**src/design/itoa_pkg.sv**
```systemverilog
// ----------------------------------------------------------------------------
// itoa_pkg
// shared types, mode codes and character constants for the integer to ascii
// formatter
// ----------------------------------------------------------------------------
`default_nettype none

package itoa_pkg;

    typedef logic [1:0] mode_t;

    localparam mode_t MODE_DEC  = 2'd0;
    localparam mode_t MODE_HEX  = 2'd1;
    localparam mode_t MODE_CHR  = 2'd2;
    localparam mode_t MODE_NONE = 2'd3;

    localparam logic [7:0] CHAR_ZERO  = 8'h30;  // '0'
    localparam logic [7:0] CHAR_LOW_A = 8'h61;  // 'a'
    localparam logic [7:0] CHAR_MINUS = 8'h2d;  // '-'
    localparam logic [7:0] CHAR_X     = 8'h78;  // 'x'

    localparam logic [3:0] DEC_RADIX = 4'd10;

    // classification handed from front to back
    typedef struct packed {
        mode_t mode;
        logic  neg;
    } fmt_ctl_t;

    // one decimal or hex digit to its lower-case ascii code
    function automatic logic [7:0] digit_char(input logic [3:0] d);
        logic [7:0] c;
        if (d < DEC_RADIX) begin
            c = CHAR_ZERO + {4'd0, d};
        end else begin
            c = CHAR_LOW_A + {4'd0, d - DEC_RADIX};
        end
        return c;
    endfunction

endpackage

`default_nettype wire

```
**src/design/itoa_front.sv**
```systemverilog
// ----------------------------------------------------------------------------
// itoa_front
// input side: takes beats, masks the word, forms sign and magnitude
// ----------------------------------------------------------------------------
`default_nettype none

module itoa_front
    import itoa_pkg::*;
#(
    parameter int WORD_BITS = 32
) (
    input  wire logic                 s_tvalid,
    output logic                      s_tready,
    input  wire logic [31:0]          s_tdata,
    input  wire logic [1:0]           s_tuser,
    input  wire logic                 q_full,
    output logic                      push,
    output fmt_ctl_t                  push_ctl,
    output logic [WORD_BITS-1:0]      push_mag
);

    logic [WORD_BITS-1:0] word;
    logic                 accept;

    generate
        if (WORD_BITS <= 32) begin : g_narrow
            assign word = s_tdata[WORD_BITS-1:0];
        end else begin : g_wide
            assign word = {{(WORD_BITS-32){1'b0}}, s_tdata};
        end
    endgenerate

    assign s_tready = !q_full;
    assign accept   = s_tvalid && !q_full;

    always_comb begin
        push_ctl.mode = mode_t'(s_tuser);
        push_ctl.neg  = (mode_t'(s_tuser) == MODE_DEC) && word[WORD_BITS-1];
        // unused mode is taken and dropped
        push          = accept && (mode_t'(s_tuser) != MODE_NONE);
        if (push_ctl.neg) begin
            push_mag = ~word + {{(WORD_BITS-1){1'b0}}, 1'b1};
        end else begin
            push_mag = word;
        end
    end

endmodule

`default_nettype wire

```
**src/design/itoa_queue.sv**
```systemverilog
// ----------------------------------------------------------------------------
// itoa_queue
// two-entry queue between front and back
// ----------------------------------------------------------------------------
`default_nettype none

module itoa_queue
    import itoa_pkg::*;
#(
    parameter int WORD_BITS = 32
) (
    input  wire logic                 aclk,
    input  wire logic                 aresetn,
    input  wire logic                 push,
    input  wire fmt_ctl_t             push_ctl,
    input  wire logic [WORD_BITS-1:0] push_mag,
    output logic                      full,
    input  wire logic                 pop,
    output logic                      q_valid,
    output fmt_ctl_t                  q_ctl,
    output logic [WORD_BITS-1:0]      q_mag
);

    localparam int DEPTH = 2;

    fmt_ctl_t             ctl_mem [DEPTH];
    logic [WORD_BITS-1:0] mag_mem [DEPTH];
    logic                 wr_ptr_reg, wr_ptr_next;
    logic                 rd_ptr_reg, rd_ptr_next;
    logic [1:0]           count_reg, count_next;

    assign full    = (count_reg == 2'(DEPTH));
    assign q_valid = (count_reg != 2'd0);
    assign q_ctl   = ctl_mem[rd_ptr_reg];
    assign q_mag   = mag_mem[rd_ptr_reg];

    always_comb begin
        wr_ptr_next = push ? !wr_ptr_reg : wr_ptr_reg;
        rd_ptr_next = pop ? !rd_ptr_reg : rd_ptr_reg;
        count_next  = count_reg + {1'b0, push} - {1'b0, pop};
    end

    always_ff @(posedge aclk) begin
        if (!aresetn) begin
            wr_ptr_reg <= 1'b0;
            rd_ptr_reg <= 1'b0;
            count_reg  <= 2'd0;
        end else begin
            wr_ptr_reg <= wr_ptr_next;
            rd_ptr_reg <= rd_ptr_next;
            count_reg  <= count_next;
        end
    end

    always_ff @(posedge aclk) begin
        if (push) begin
            ctl_mem[wr_ptr_reg] <= push_ctl;
            mag_mem[wr_ptr_reg] <= push_mag;
        end
    end

endmodule

`default_nettype wire

```
**src/design/itoa_back.sv**
```systemverilog
// ----------------------------------------------------------------------------
// itoa_back
// output side: binary to bcd by shift-add-3 for decimal, leading zero skip, character out
// ----------------------------------------------------------------------------
`default_nettype none

module itoa_back
    import itoa_pkg::*;
#(
    parameter int WORD_BITS = 32
) (
    input  wire logic                 aclk,
    input  wire logic                 aresetn,
    input  wire logic                 q_valid,
    input  wire fmt_ctl_t             q_ctl,
    input  wire logic [WORD_BITS-1:0] q_mag,
    output logic                      pop,
    output logic                      m_tvalid,
    input  wire logic                 m_tready,
    output logic [7:0]                m_tdata,
    output logic                      m_tlast
);

    localparam int NDEC  = (WORD_BITS * 30103) / 100000 + 1;
    localparam int NHEX  = (WORD_BITS + 3) / 4;
    localparam int NDIG  = (NDEC > NHEX) ? NDEC : NHEX;
    localparam int BCD_W = NDIG * 4;
    localparam int IDX_W = $clog2(NDIG);
    localparam int CNT_W = $clog2(WORD_BITS + 1);

    localparam logic [2:0] ST_IDLE = 3'd0;
    localparam logic [2:0] ST_CONV = 3'd1;
    localparam logic [2:0] ST_SKIP = 3'd2;
    localparam logic [2:0] ST_PFX  = 3'd3;
    localparam logic [2:0] ST_DIG  = 3'd4;
    localparam logic [2:0] ST_CHR  = 3'd5;

    logic [2:0]           state_reg, state_next;
    fmt_ctl_t             ctl_reg, ctl_next;
    logic [BCD_W-1:0]     bcd_reg, bcd_next;
    logic [WORD_BITS-1:0] sh_reg, sh_next;
    logic [CNT_W-1:0]     cnt_reg, cnt_next;
    logic [IDX_W-1:0]     idx_reg, idx_next;
    logic [1:0]           pfx_reg, pfx_next;
    logic                 ov_reg, ov_next;
    logic [7:0]           od_reg, od_next;
    logic                 ol_reg, ol_next;

    logic [BCD_W-1:0]     adj;
    logic [3:0]           cur_dig;
    logic                 out_free;

    assign m_tvalid = ov_reg;
    assign m_tdata  = od_reg;
    assign m_tlast  = ol_reg;
    assign out_free = !ov_reg || m_tready;
    assign cur_dig  = bcd_reg[{idx_reg, 2'b00} +: 4];

    // add 3 to every bcd digit of five or more before the shift
    always_comb begin
        for (int i = 0; i < NDIG; i++) begin
            if (bcd_reg[4*i +: 4] >= 4'd5) begin
                adj[4*i +: 4] = bcd_reg[4*i +: 4] + 4'd3;
            end else begin
                adj[4*i +: 4] = bcd_reg[4*i +: 4];
            end
        end
    end

    always_comb begin
        state_next = state_reg;
        ctl_next   = ctl_reg;
        bcd_next   = bcd_reg;
        sh_next    = sh_reg;
        cnt_next   = cnt_reg;
        idx_next   = idx_reg;
        pfx_next   = pfx_reg;
        ov_next    = ov_reg && !m_tready;
        od_next    = od_reg;
        ol_next    = ol_reg;
        pop        = 1'b0;

        unique case (state_reg)
            ST_IDLE: begin
                if (q_valid) begin
                    pop      = 1'b1;
                    ctl_next = q_ctl;
                    sh_next  = q_mag;
                    case (q_ctl.mode)
                        MODE_DEC: begin
                            bcd_next   = '0;
                            cnt_next   = CNT_W'(WORD_BITS);
                            state_next = ST_CONV;
                        end
                        MODE_HEX: begin
                            bcd_next   = BCD_W'(q_mag);
                            idx_next   = IDX_W'(NHEX - 1);
                            state_next = ST_SKIP;
                        end
                        default: begin
                            state_next = ST_CHR;
                        end
                    endcase
                end
            end
            ST_CONV: begin
                bcd_next = {adj[BCD_W-2:0], sh_reg[WORD_BITS-1]};
                sh_next  = {sh_reg[WORD_BITS-2:0], 1'b0};
                cnt_next = cnt_reg - CNT_W'(1);
                if (cnt_reg == CNT_W'(1)) begin
                    idx_next   = IDX_W'(NDEC - 1);
                    state_next = ST_SKIP;
                end
            end
            ST_SKIP: begin
                if ((idx_reg != '0) && (cur_dig == 4'd0)) begin
                    idx_next = idx_reg - IDX_W'(1);
                end else if (ctl_reg.mode == MODE_HEX) begin
                    pfx_next   = 2'd2;
                    state_next = ST_PFX;
                end else if (ctl_reg.neg) begin
                    pfx_next   = 2'd1;
                    state_next = ST_PFX;
                end else begin
                    state_next = ST_DIG;
                end
            end
            ST_PFX: begin
                if (out_free) begin
                    ov_next  = 1'b1;
                    ol_next  = 1'b0;
                    pfx_next = pfx_reg - 2'd1;
                    if (ctl_reg.mode == MODE_HEX) begin
                        od_next = (pfx_reg == 2'd2) ? CHAR_ZERO : CHAR_X;
                    end else begin
                        od_next = CHAR_MINUS;
                    end
                    if (pfx_reg == 2'd1) begin
                        state_next = ST_DIG;
                    end
                end
            end
            ST_DIG: begin
                if (out_free) begin
                    ov_next  = 1'b1;
                    od_next  = digit_char(cur_dig);
                    ol_next  = (idx_reg == '0);
                    idx_next = idx_reg - IDX_W'(1);
                    if (idx_reg == '0) begin
                        state_next = ST_IDLE;
                    end
                end
            end
            ST_CHR: begin
                if (out_free) begin
                    ov_next    = 1'b1;
                    od_next    = sh_reg[7:0];
                    ol_next    = 1'b1;
                    state_next = ST_IDLE;
                end
            end
            default: begin
                state_next = ST_IDLE;
            end
        endcase
    end

    always_ff @(posedge aclk) begin
        if (!aresetn) begin
            state_reg <= ST_IDLE;
            ov_reg    <= 1'b0;
        end else begin
            state_reg <= state_next;
            ov_reg    <= ov_next;
        end
    end

    always_ff @(posedge aclk) begin
        ctl_reg <= ctl_next;
        bcd_reg <= bcd_next;
        sh_reg  <= sh_next;
        cnt_reg <= cnt_next;
        idx_reg <= idx_next;
        pfx_reg <= pfx_next;
        od_reg  <= od_next;
        ol_reg  <= ol_next;
    end

endmodule

`default_nettype wire

```
**src/design/integer_to_ascii_formatter_top.sv**
```systemverilog
// ----------------------------------------------------------------------------
// integer_to_ascii_formatter_top
// formats one word per input beat as ascii text, one character per output beat
// ----------------------------------------------------------------------------
// usage
//   input stream: s_tdata carries the word, s_tuser the mode (signed decimal,
//   hex with 0x prefix, single character; the fourth code is taken and
//   dropped without output)
//   output stream: m_tdata carries one character per beat, m_tlast marks the
//   final character of each word
//   the front classifies the word (sign, magnitude) and drops it into a
//   two-entry queue, so up to two words are taken while the back is busy
//   the back runs one word at a time:
//     decimal: a load, the shift-add-3 loop over the WORD_BITS bits of the
//       magnitude, the skip of leading zeros, then a sign beat if negative
//       and one beat per digit
//     hex: skip of leading zeros, then the prefix and digit beats
//     character: a single beat
//   reset (aresetn low, synchronous) empties the queue and the output register
//   a stalled receiver holds the output register; the back waits, the queue
//   fills and then s_tready drops
// ----------------------------------------------------------------------------
`default_nettype none

module integer_to_ascii_formatter_top
    import itoa_pkg::*;
#(
    parameter int WORD_BITS = 32
) (
    input  wire logic        aclk,
    input  wire logic        aresetn,
    input  wire logic        s_tvalid,
    output logic             s_tready,
    input  wire logic [31:0] s_tdata,   // [31:0] value
    input  wire logic [1:0]  s_tuser,   // [1:0] req_type
    output logic             m_tvalid,
    input  wire logic        m_tready,
    output logic [7:0]       m_tdata,   // [7:0] char_code
    output logic             m_tlast
);

    // front to queue
    logic                 push;
    fmt_ctl_t             push_ctl;
    logic [WORD_BITS-1:0] push_mag;
    logic                 q_full;

    // queue to back
    logic                 pop;
    logic                 q_valid;
    fmt_ctl_t             q_ctl;
    logic [WORD_BITS-1:0] q_mag;

    // masks the word, forms sign and magnitude
    itoa_front #(
        .WORD_BITS(WORD_BITS)
    ) u_front (
        .s_tvalid (s_tvalid),
        .s_tready (s_tready),
        .s_tdata  (s_tdata),
        .s_tuser  (s_tuser),
        .q_full   (q_full),
        .push     (push),
        .push_ctl (push_ctl),
        .push_mag (push_mag)
    );

    // lets the front take words while the back is still printing
    itoa_queue #(
        .WORD_BITS(WORD_BITS)
    ) u_queue (
        .aclk     (aclk),
        .aresetn  (aresetn),
        .push     (push),
        .push_ctl (push_ctl),
        .push_mag (push_mag),
        .full     (q_full),
        .pop      (pop),
        .q_valid  (q_valid),
        .q_ctl    (q_ctl),
        .q_mag    (q_mag)
    );

    // conversion and character output, output register inside
    itoa_back #(
        .WORD_BITS(WORD_BITS)
    ) u_back (
        .aclk     (aclk),
        .aresetn  (aresetn),
        .q_valid  (q_valid),
        .q_ctl    (q_ctl),
        .q_mag    (q_mag),
        .pop      (pop),
        .m_tvalid (m_tvalid),
        .m_tready (m_tready),
        .m_tdata  (m_tdata),
        .m_tlast  (m_tlast)
    );

endmodule

`default_nettype wire

```
**config.mk**
```make
export PLATFORM = sky130hd
export DESIGN_NAME = integer_to_ascii_formatter_top
export DESIGN_NICKNAME = d
export VERILOG_FILES = /design/src/design/itoa_pkg.sv /design/src/design/itoa_front.sv /design/src/design/itoa_queue.sv /design/src/design/itoa_back.sv /design/src/design/integer_to_ascii_formatter_top.sv
export SDC_FILE = /design/constraint.sdc
export NUM_CORES = 1
export LEC_CHECK = 0
export BUFFER_PORTS_ARGS = -buffer_cell sky130_fd_sc_hd__buf_2
export CAP_MARGIN = 20
export CORE_MARGIN = 2
export CORE_UTILIZATION = 35
export DETAILED_ROUTE_END_ITERATION = 6
export PLACE_DENSITY_LB_ADDON = 0.15
export SYNTH_ARGS = -nofsm -noshare
export SYNTH_HDL_FRONTEND = slang
export SYNTH_SLANG_ARGS = --single-unit
```
**constraint.sdc**
```tcl
create_clock -name aclk -period 3 [get_ports aclk]
set_input_delay 0 -clock aclk [delete_from_list [all_inputs] [get_ports aclk]]
set_output_delay 0 -clock aclk [all_outputs]
set_load 0.01 [all_outputs]
```
# --- Yosys cells after proc, flatten, opt, wreduce, memory -nomap -nowiden ---
# Memory sizes are Yosys's and may differ from the RTL's. A register that Yosys moved wholly into a read port is not among the register bits.
# Cells that the tools add are included.
op_classes:
  order_cmp: 11
  bitwise: 1
  eq_ne: 25
  shift: 1
  reduce_logical: 31
  add_sub_neg: 19
  mux: 63
op_table:
  columns: ["cell", "count"]
  rows:
  - ["one-hot mux 40 bit (2 select lines)", 2]
  - ["2-to-1 mux 32 bit", 2]
  - ["one-hot mux 32 bit (2 select lines)", 1]
  - ["2-to-1 mux 4 bit", 14]
  - ["greater-or-equal comparator 4 x 3 -> 1 bit, second input constant", 10]
  - ["2-to-1 mux 40 bit", 1]
  - ["2-to-1 mux 8 bit", 5]
  - ["variable part select 40 x 7 -> 4 bit", 1]
  - ["adder 4 x 2 -> 4 bit, second input constant", 9]
  - ["2-to-1 mux 3 bit", 11]
  - ["adder 32 x 1 -> 32 bit, second input constant", 1]
  - ["NOT 32 bit", 1]
  - ["one-hot mux 8 bit (3 select lines)", 1]
  - ["one-hot mux 3 bit (6 select lines)", 1]
  - ["one-hot mux 4 bit (4 select lines)", 1]
  - ["!= test 2 x 1 -> 1 bit, second input constant", 7]
  - ["2-to-1 mux 1 bit", 13]
  - ["2-to-1 mux 6 bit", 2]
  - ["one-hot mux 6 bit (2 select lines)", 1]
  - ["!= test 2 bit, second input constant", 5]
  - ["adder 7 x 4 -> 8 bit, first input constant", 1]
  - ["zero test 4 bit", 2]
  - ["2-to-1 mux 2 bit", 4]
  - ["AND reduction 4 bit", 2]
  - ["34 further kinds", 53]
totals:
  ff_bits: 104
  out_inout_bits: 11
  word_cells: 167
  inputBits: 38
  mem_bits_rw: 70
  memories: 2
memory_table:
  columns: ["memory", "depth", "width", "read_ports", "rd_clocked_by_memory_dff", "wr", "line", "source"]
  rows:
  - ["u_queue.mag_mem", 2, 32, 1, 1, 1, "itoa_queue.sv:27", "logic [WORD_BITS-1:0] mag_mem [DEPTH];"]
  - ["u_queue.ctl_mem", 2, 3, 1, 1, 1, "itoa_queue.sv:26", "fmt_ctl_t ctl_mem [DEPTH];"]

# --- Depth between registers and ports, before layout ---
logic_depth:
  ltp_word: 6
  depth_mapped: 11
  mapped_depth_nobuf: 9

# --- By module ---
# Synthesis repeated with hierarchy kept, for this count alone.
unflattened:
  cells_unflattened: 850
  area_unflattened_um2: 9670.5
by_module_without_submodules:
  columns: ["module", "seq_area_each_um2", "n_inst", "area_each_um2", "cells_each"]
  rows:
  - ["itoa_back", 2962.8, 1, 5945.7, 593]
  - ["itoa_queue", 2202.1, 1, 2907.8, 130]
  - ["itoa_front", 0.0, 1, 817.0, 127]

# --- Worst setup path before layout ---
# OpenSTA, ideal clock, no wires.
synth_path:
  path_type: "reg2reg"
  startpoint: "register u_queue.count_reg[0]"
  endpoint: "memory u_queue.ctl_mem[0][0] in the netlist's numbering (enable)"
  path_stages_with_launch: 5
  slack_ns: 0.246
  arrival_time_ns: 2.323
  path_buffers: 0
  period_less_slack_ns: 2.754
  cell_sequence: "dfxtp_1 inv_1 nand2_1 and3_1 nor2b_1"
synth_between:
  elab_chain_cells: 6
synth_rtl:
  columns: ["item", "line", "source"]
  rows:
  - ["start: declaration", "itoa_queue.sv:30", "logic [1:0] count_reg, count_next;"]
  - ["start signal: assignment", "itoa_queue.sv:51", "count_reg <= count_next;"]
  - ["== test 2 bit", "itoa_queue.sv:32", "assign full = (count_reg == 2'(DEPTH));"]
  - ["zero test 1 bit", null, null]
  - ["via s_tready", "integer_to_ascii_formatter_top.sv:33", "output logic s_tready,"]
  - ["logical AND 1 bit", "itoa_front.sv:34", "assign accept = s_tvalid && !q_full;"]
  - ["logical AND 1 bit", "itoa_front.sv:40", "push = accept && (mode_t'(s_tuser) != MODE_NONE);"]
  - ["via push", "integer_to_ascii_formatter_top.sv:43", "logic push;"]
  - ["2-to-1 mux 1 bit", "itoa_queue.sv:56", "if (push) begin"]
  - ["2-to-1 mux 1 bit (implied by the code)", "itoa_queue.sv:57", "ctl_mem[wr_ptr_reg] <= push_ctl;"]
  - ["end: declaration", "itoa_queue.sv:26", null]
# The timed path passes the listed nets, and every way through them passes these cells.

# --- Worst setup path in the final report ---
layout_path:
  startpoint: "register u_back.idx_reg[0]"
  endpoint: "register u_back.idx_reg[3] (enable)"
layout_between:
  elab_chain_cells: 5
  word_cells_on_any_way: 6
layout_rtl:
  columns: ["item", "line", "source"]
  rows:
  - ["start: declaration", "itoa_back.sv:43", "logic [IDX_W-1:0] idx_reg, idx_next;"]
  - ["start signal: assignment", "itoa_back.sv:183", "idx_reg <= idx_next;"]
  - ["variable part select 40 x 7 -> 4 bit", "itoa_back.sv:57", "assign cur_dig = bcd_reg[{idx_reg, 2'b00} +: 4];"]
  - ["zero test 4 bit", "itoa_back.sv:116", "if ((idx_reg != '0) && (cur_dig == 4'd0)) begin"]
  - ["logical AND 1 bit *", "itoa_back.sv:116", null]
  - ["!= test 2 x 1 -> 1 bit (no source line) *", null, null]
  - ["AND reduction 6 bit (no source line) *", null, null]
# Every way passes the cells marked *; elsewhere a longest branch is shown, timed or not.
# A chain may end at the register's enable or synchronous reset.

==> results.toml <==
[status]
outcome = "finished, violations left"
violations = "design-rule violations"

[layout]
design_area_um2 = 11000
fin_nets = 960
largest_reg_flops = 64
layout_common_cells = "edfxtp_1, a21oi_1, nor2_1"
fin_cells = 1238
area_growth_pct = 17.7
final_common_cell = "edfxtp_1"
drive_gt1_share_pct = 15.4
n_antenna_cell = 0

[clock_tree]
ctsResizeCount = 0
root_buffer = "clkbuf_16"
clk_latency_ns = 0.43
cts_tree = "built"
clk_path_buf_depth = 2
htree_levels = 4
cts-buffers-inserted = 17
cts.sinks = 175
clkTransAtPathRegs_ns = 0.07

[sta]
slew-limit-headroom_pct = 36.8
hold_slack_ns = 0.0285
setup_violations = 0
worst_pin_slew_ns = 0.947
max_freq_ghz = 0.385
finalMaxSlewViolations = 0
tns_ns = 0
min_period_over_period_pct = 86.5
finalHoldViolCount = 0
fin_skew_ns = 0.00994
rsz0062_at_grt = "false"
layout_min_cycle_time_ns = 2.60

[pwr]
power_switching_uw = 4040
p_comb_share_pct = 37.6
peakVddDrop_mv = 0.455
power_frac_seq_pct = 40.8
power_per_cell_area_nw_per_um2 = 984
switching_share_pct = 37.4
leakage_uw = 0.00395
clock_power_share_pct = 21.5
p_int_uw = 6760

[place]
placed_cell_area_um2 = 10000
port_buffers = 48
gp_congestion = 0.809
hpwl_um = 14300
placedCellCount = 1171

[yosys]
ys_types = 73
ys_ff_latch = 175
syn_nets = 872
yosysSeqAreaShare_pct = 55.4
synthCells = 802
synthesis.area_um2 = 9330
syn_area_per_cell_um2 = 11.6
yosys_most_used_dff = "edfxtp_1"
yosys_warnings = 0
synth_top_area_share_pct = 53.4
async_flop_share_pct = 0
yosys.area.top_type = "edfxtp_1"
synth_edf_count = 166
synth_area_leaders = "edfxtp_1, a21oi_1, ha_1, mux2i_1, nor2_1"

[worst_setup_path]
cp.arrival_ns = 2.74
crit_buf_inv = 3
startpoint_type = "flop"
cp_slowest_cell = "mux4_2"
max_stage_delay_ns = 0.51
path_delay_family = "compound AO/OA/AOI/OAI gates"
cp.required_ns = 3.15
path_cells = "buf_4 -> mux4_2 -> a221oi_1 -> nor2_1 -> inv_1 -> ha_1 -> nand4_4 -> o32ai_1 -> buf_4"
worstSetupPathType = "flop to flop"
worst_path_most_repeated_cell = "buf_4"
critPathMaxFanout = 9
end_kind = "flop"

[drt]
drtIter0Drc = 419
drc_errors = 3
vias = 6236
vias_per_cell = 5.04
ant_nets = 0
postRouteWirelength_um = 20400
wl_per_cell_um = 16.5
first_pass_iters = 6

[grt]
grt_max_degree = 64
overflow = 0
grt.total_usage_pct = 14.9
grt_pass1_vias = 6189
grt_pass1_wl_um = 33000
antenna_found_initial = 0

[floorplanning]
die_x_um = 167
die_h_um = 167
rows = 59
die_area_um2 = 28000
io-pin-count = 49
core_um2 = 26100
start_util_pct = 35.7

[job]
drv_cap = 0

[worst_hold_path]
hold_path_class = "input port to flop"
[power groups by stage]
stage                     combinational [uW]  sequential (uW)  clock (uW)
after detailed placement                4020             4480           0
after floorplan                         3080             4230           0
after global routing                    4600             4510        2470
after CTS                               4080             4430        2380
after global placement                  4010             4480           0
final                                   4070             4410        2330
[worst register-to-register path, cell delays in order (launching register included)]
cell and delay, ns:
edfxtp_1 0.32, buf_4 0.17, mux4_2 0.51, a221oi_1 0.36, nor2_1 0.15, inv_1 0.08
ha_1 0.18, nand4_4 0.11, o32ai_1 0.26, buf_4 0.18
[synth_stat cells (3+ instances only)]
cell type and number:
buf_2 5, dfxtp_1 9, nor3_2 3, mux2_2 6, a21oi_1 86, a31oi_1 7, o32ai_1 10, xor2_1 28
nor4_4 3, o21ai_1 6, mux4_2 3, nand3_1 7, ha_1 32, nor2b_1 9, o31ai_1 5, nor3b_1 8
nand2_1 39, o21ai_0 40, xnor2_1 31, and2_1 4, clkbuf_1 22, edfxtp_1 166, nor3_1 11, inv_1 40
mux2i_1 38, buf_1 3, nor2_1 85, nand2b_1 17, or3_1 26
[repair_timing]
item / in CTS / in global routing
endpoints found under the hold margin: 65 / 0
setup endpoints to repair: 0 / 4
buffers inserted: 0 / 3
hold buffers: 32 / 0
[metrics by stage]
step                      setup slack, ns  util, %  power, uW
after floorplan                     0.246        -       7310
after global routing                0.247     42.0      11600
after CTS                           0.171     41.9      10900
after detailed placement            0.197     38.3       8510
final                               0.404     42.0      10800
after global placement              0.231     38.3       8490
[routing by layer]
layer | vias to the layer above | wire length, um | GRT usage [%]
met4 | 0 | 344 | 4.57
met5 | - | 0 | 0
met3 | 23 | 527 | 2.32
met1 | 2984 | 10300 | 21.0
li1 | 3123 | - | -
met2 | 106 | 9220 | 23.8
[cell families after synthesis]
logic type	synth area share, %
AO/OA/AOI/OAI	12.3
XOR/XNOR	5.54
adder cells (fa/ha/maj)	4.29
buffers and inverters	3.34
flip-flops	55.4
multiplexers	6.21
AND/OR/NAND/NOR	13.0
[cell type report]
| type | count | area, um^2 |
|---|---|---|
| fill | 2525 | 15200 |
| sequential | 175 | 5170 |
| multi-input combinational | 553 | 3870 |
| timing repair buffer | 102 | 738 |
| clock buffer | 17 | 425 |
| tap | 335 | 419 |
| clock inverter | 15 | 200 |
| inverter | 41 | 154 |
[path summary, 6_finish.rpt]
path	depth (start not counted)	end	startpoint	slack [ns]
worst min-delay path	2	u_queue.mag_mem[0][7]$_DFFE_PP_	s_tdata[7]	0.03
worst max register to register	9	u_back.idx_reg[3]$_DFFE_PP_	u_back.idx_reg[0]$_DFFE_PP_	0.40
worst min register to register	2	u_queue.rd_ptr_reg$_SDFFE_PN0P_	u_queue.rd_ptr_reg$_SDFFE_PN0P_	0.52
worst max-delay path	9	u_back.idx_reg[3]$_DFFE_PP_	u_back.idx_reg[0]$_DFFE_PP_	0.40
Power figures use the tool's default switching activity.
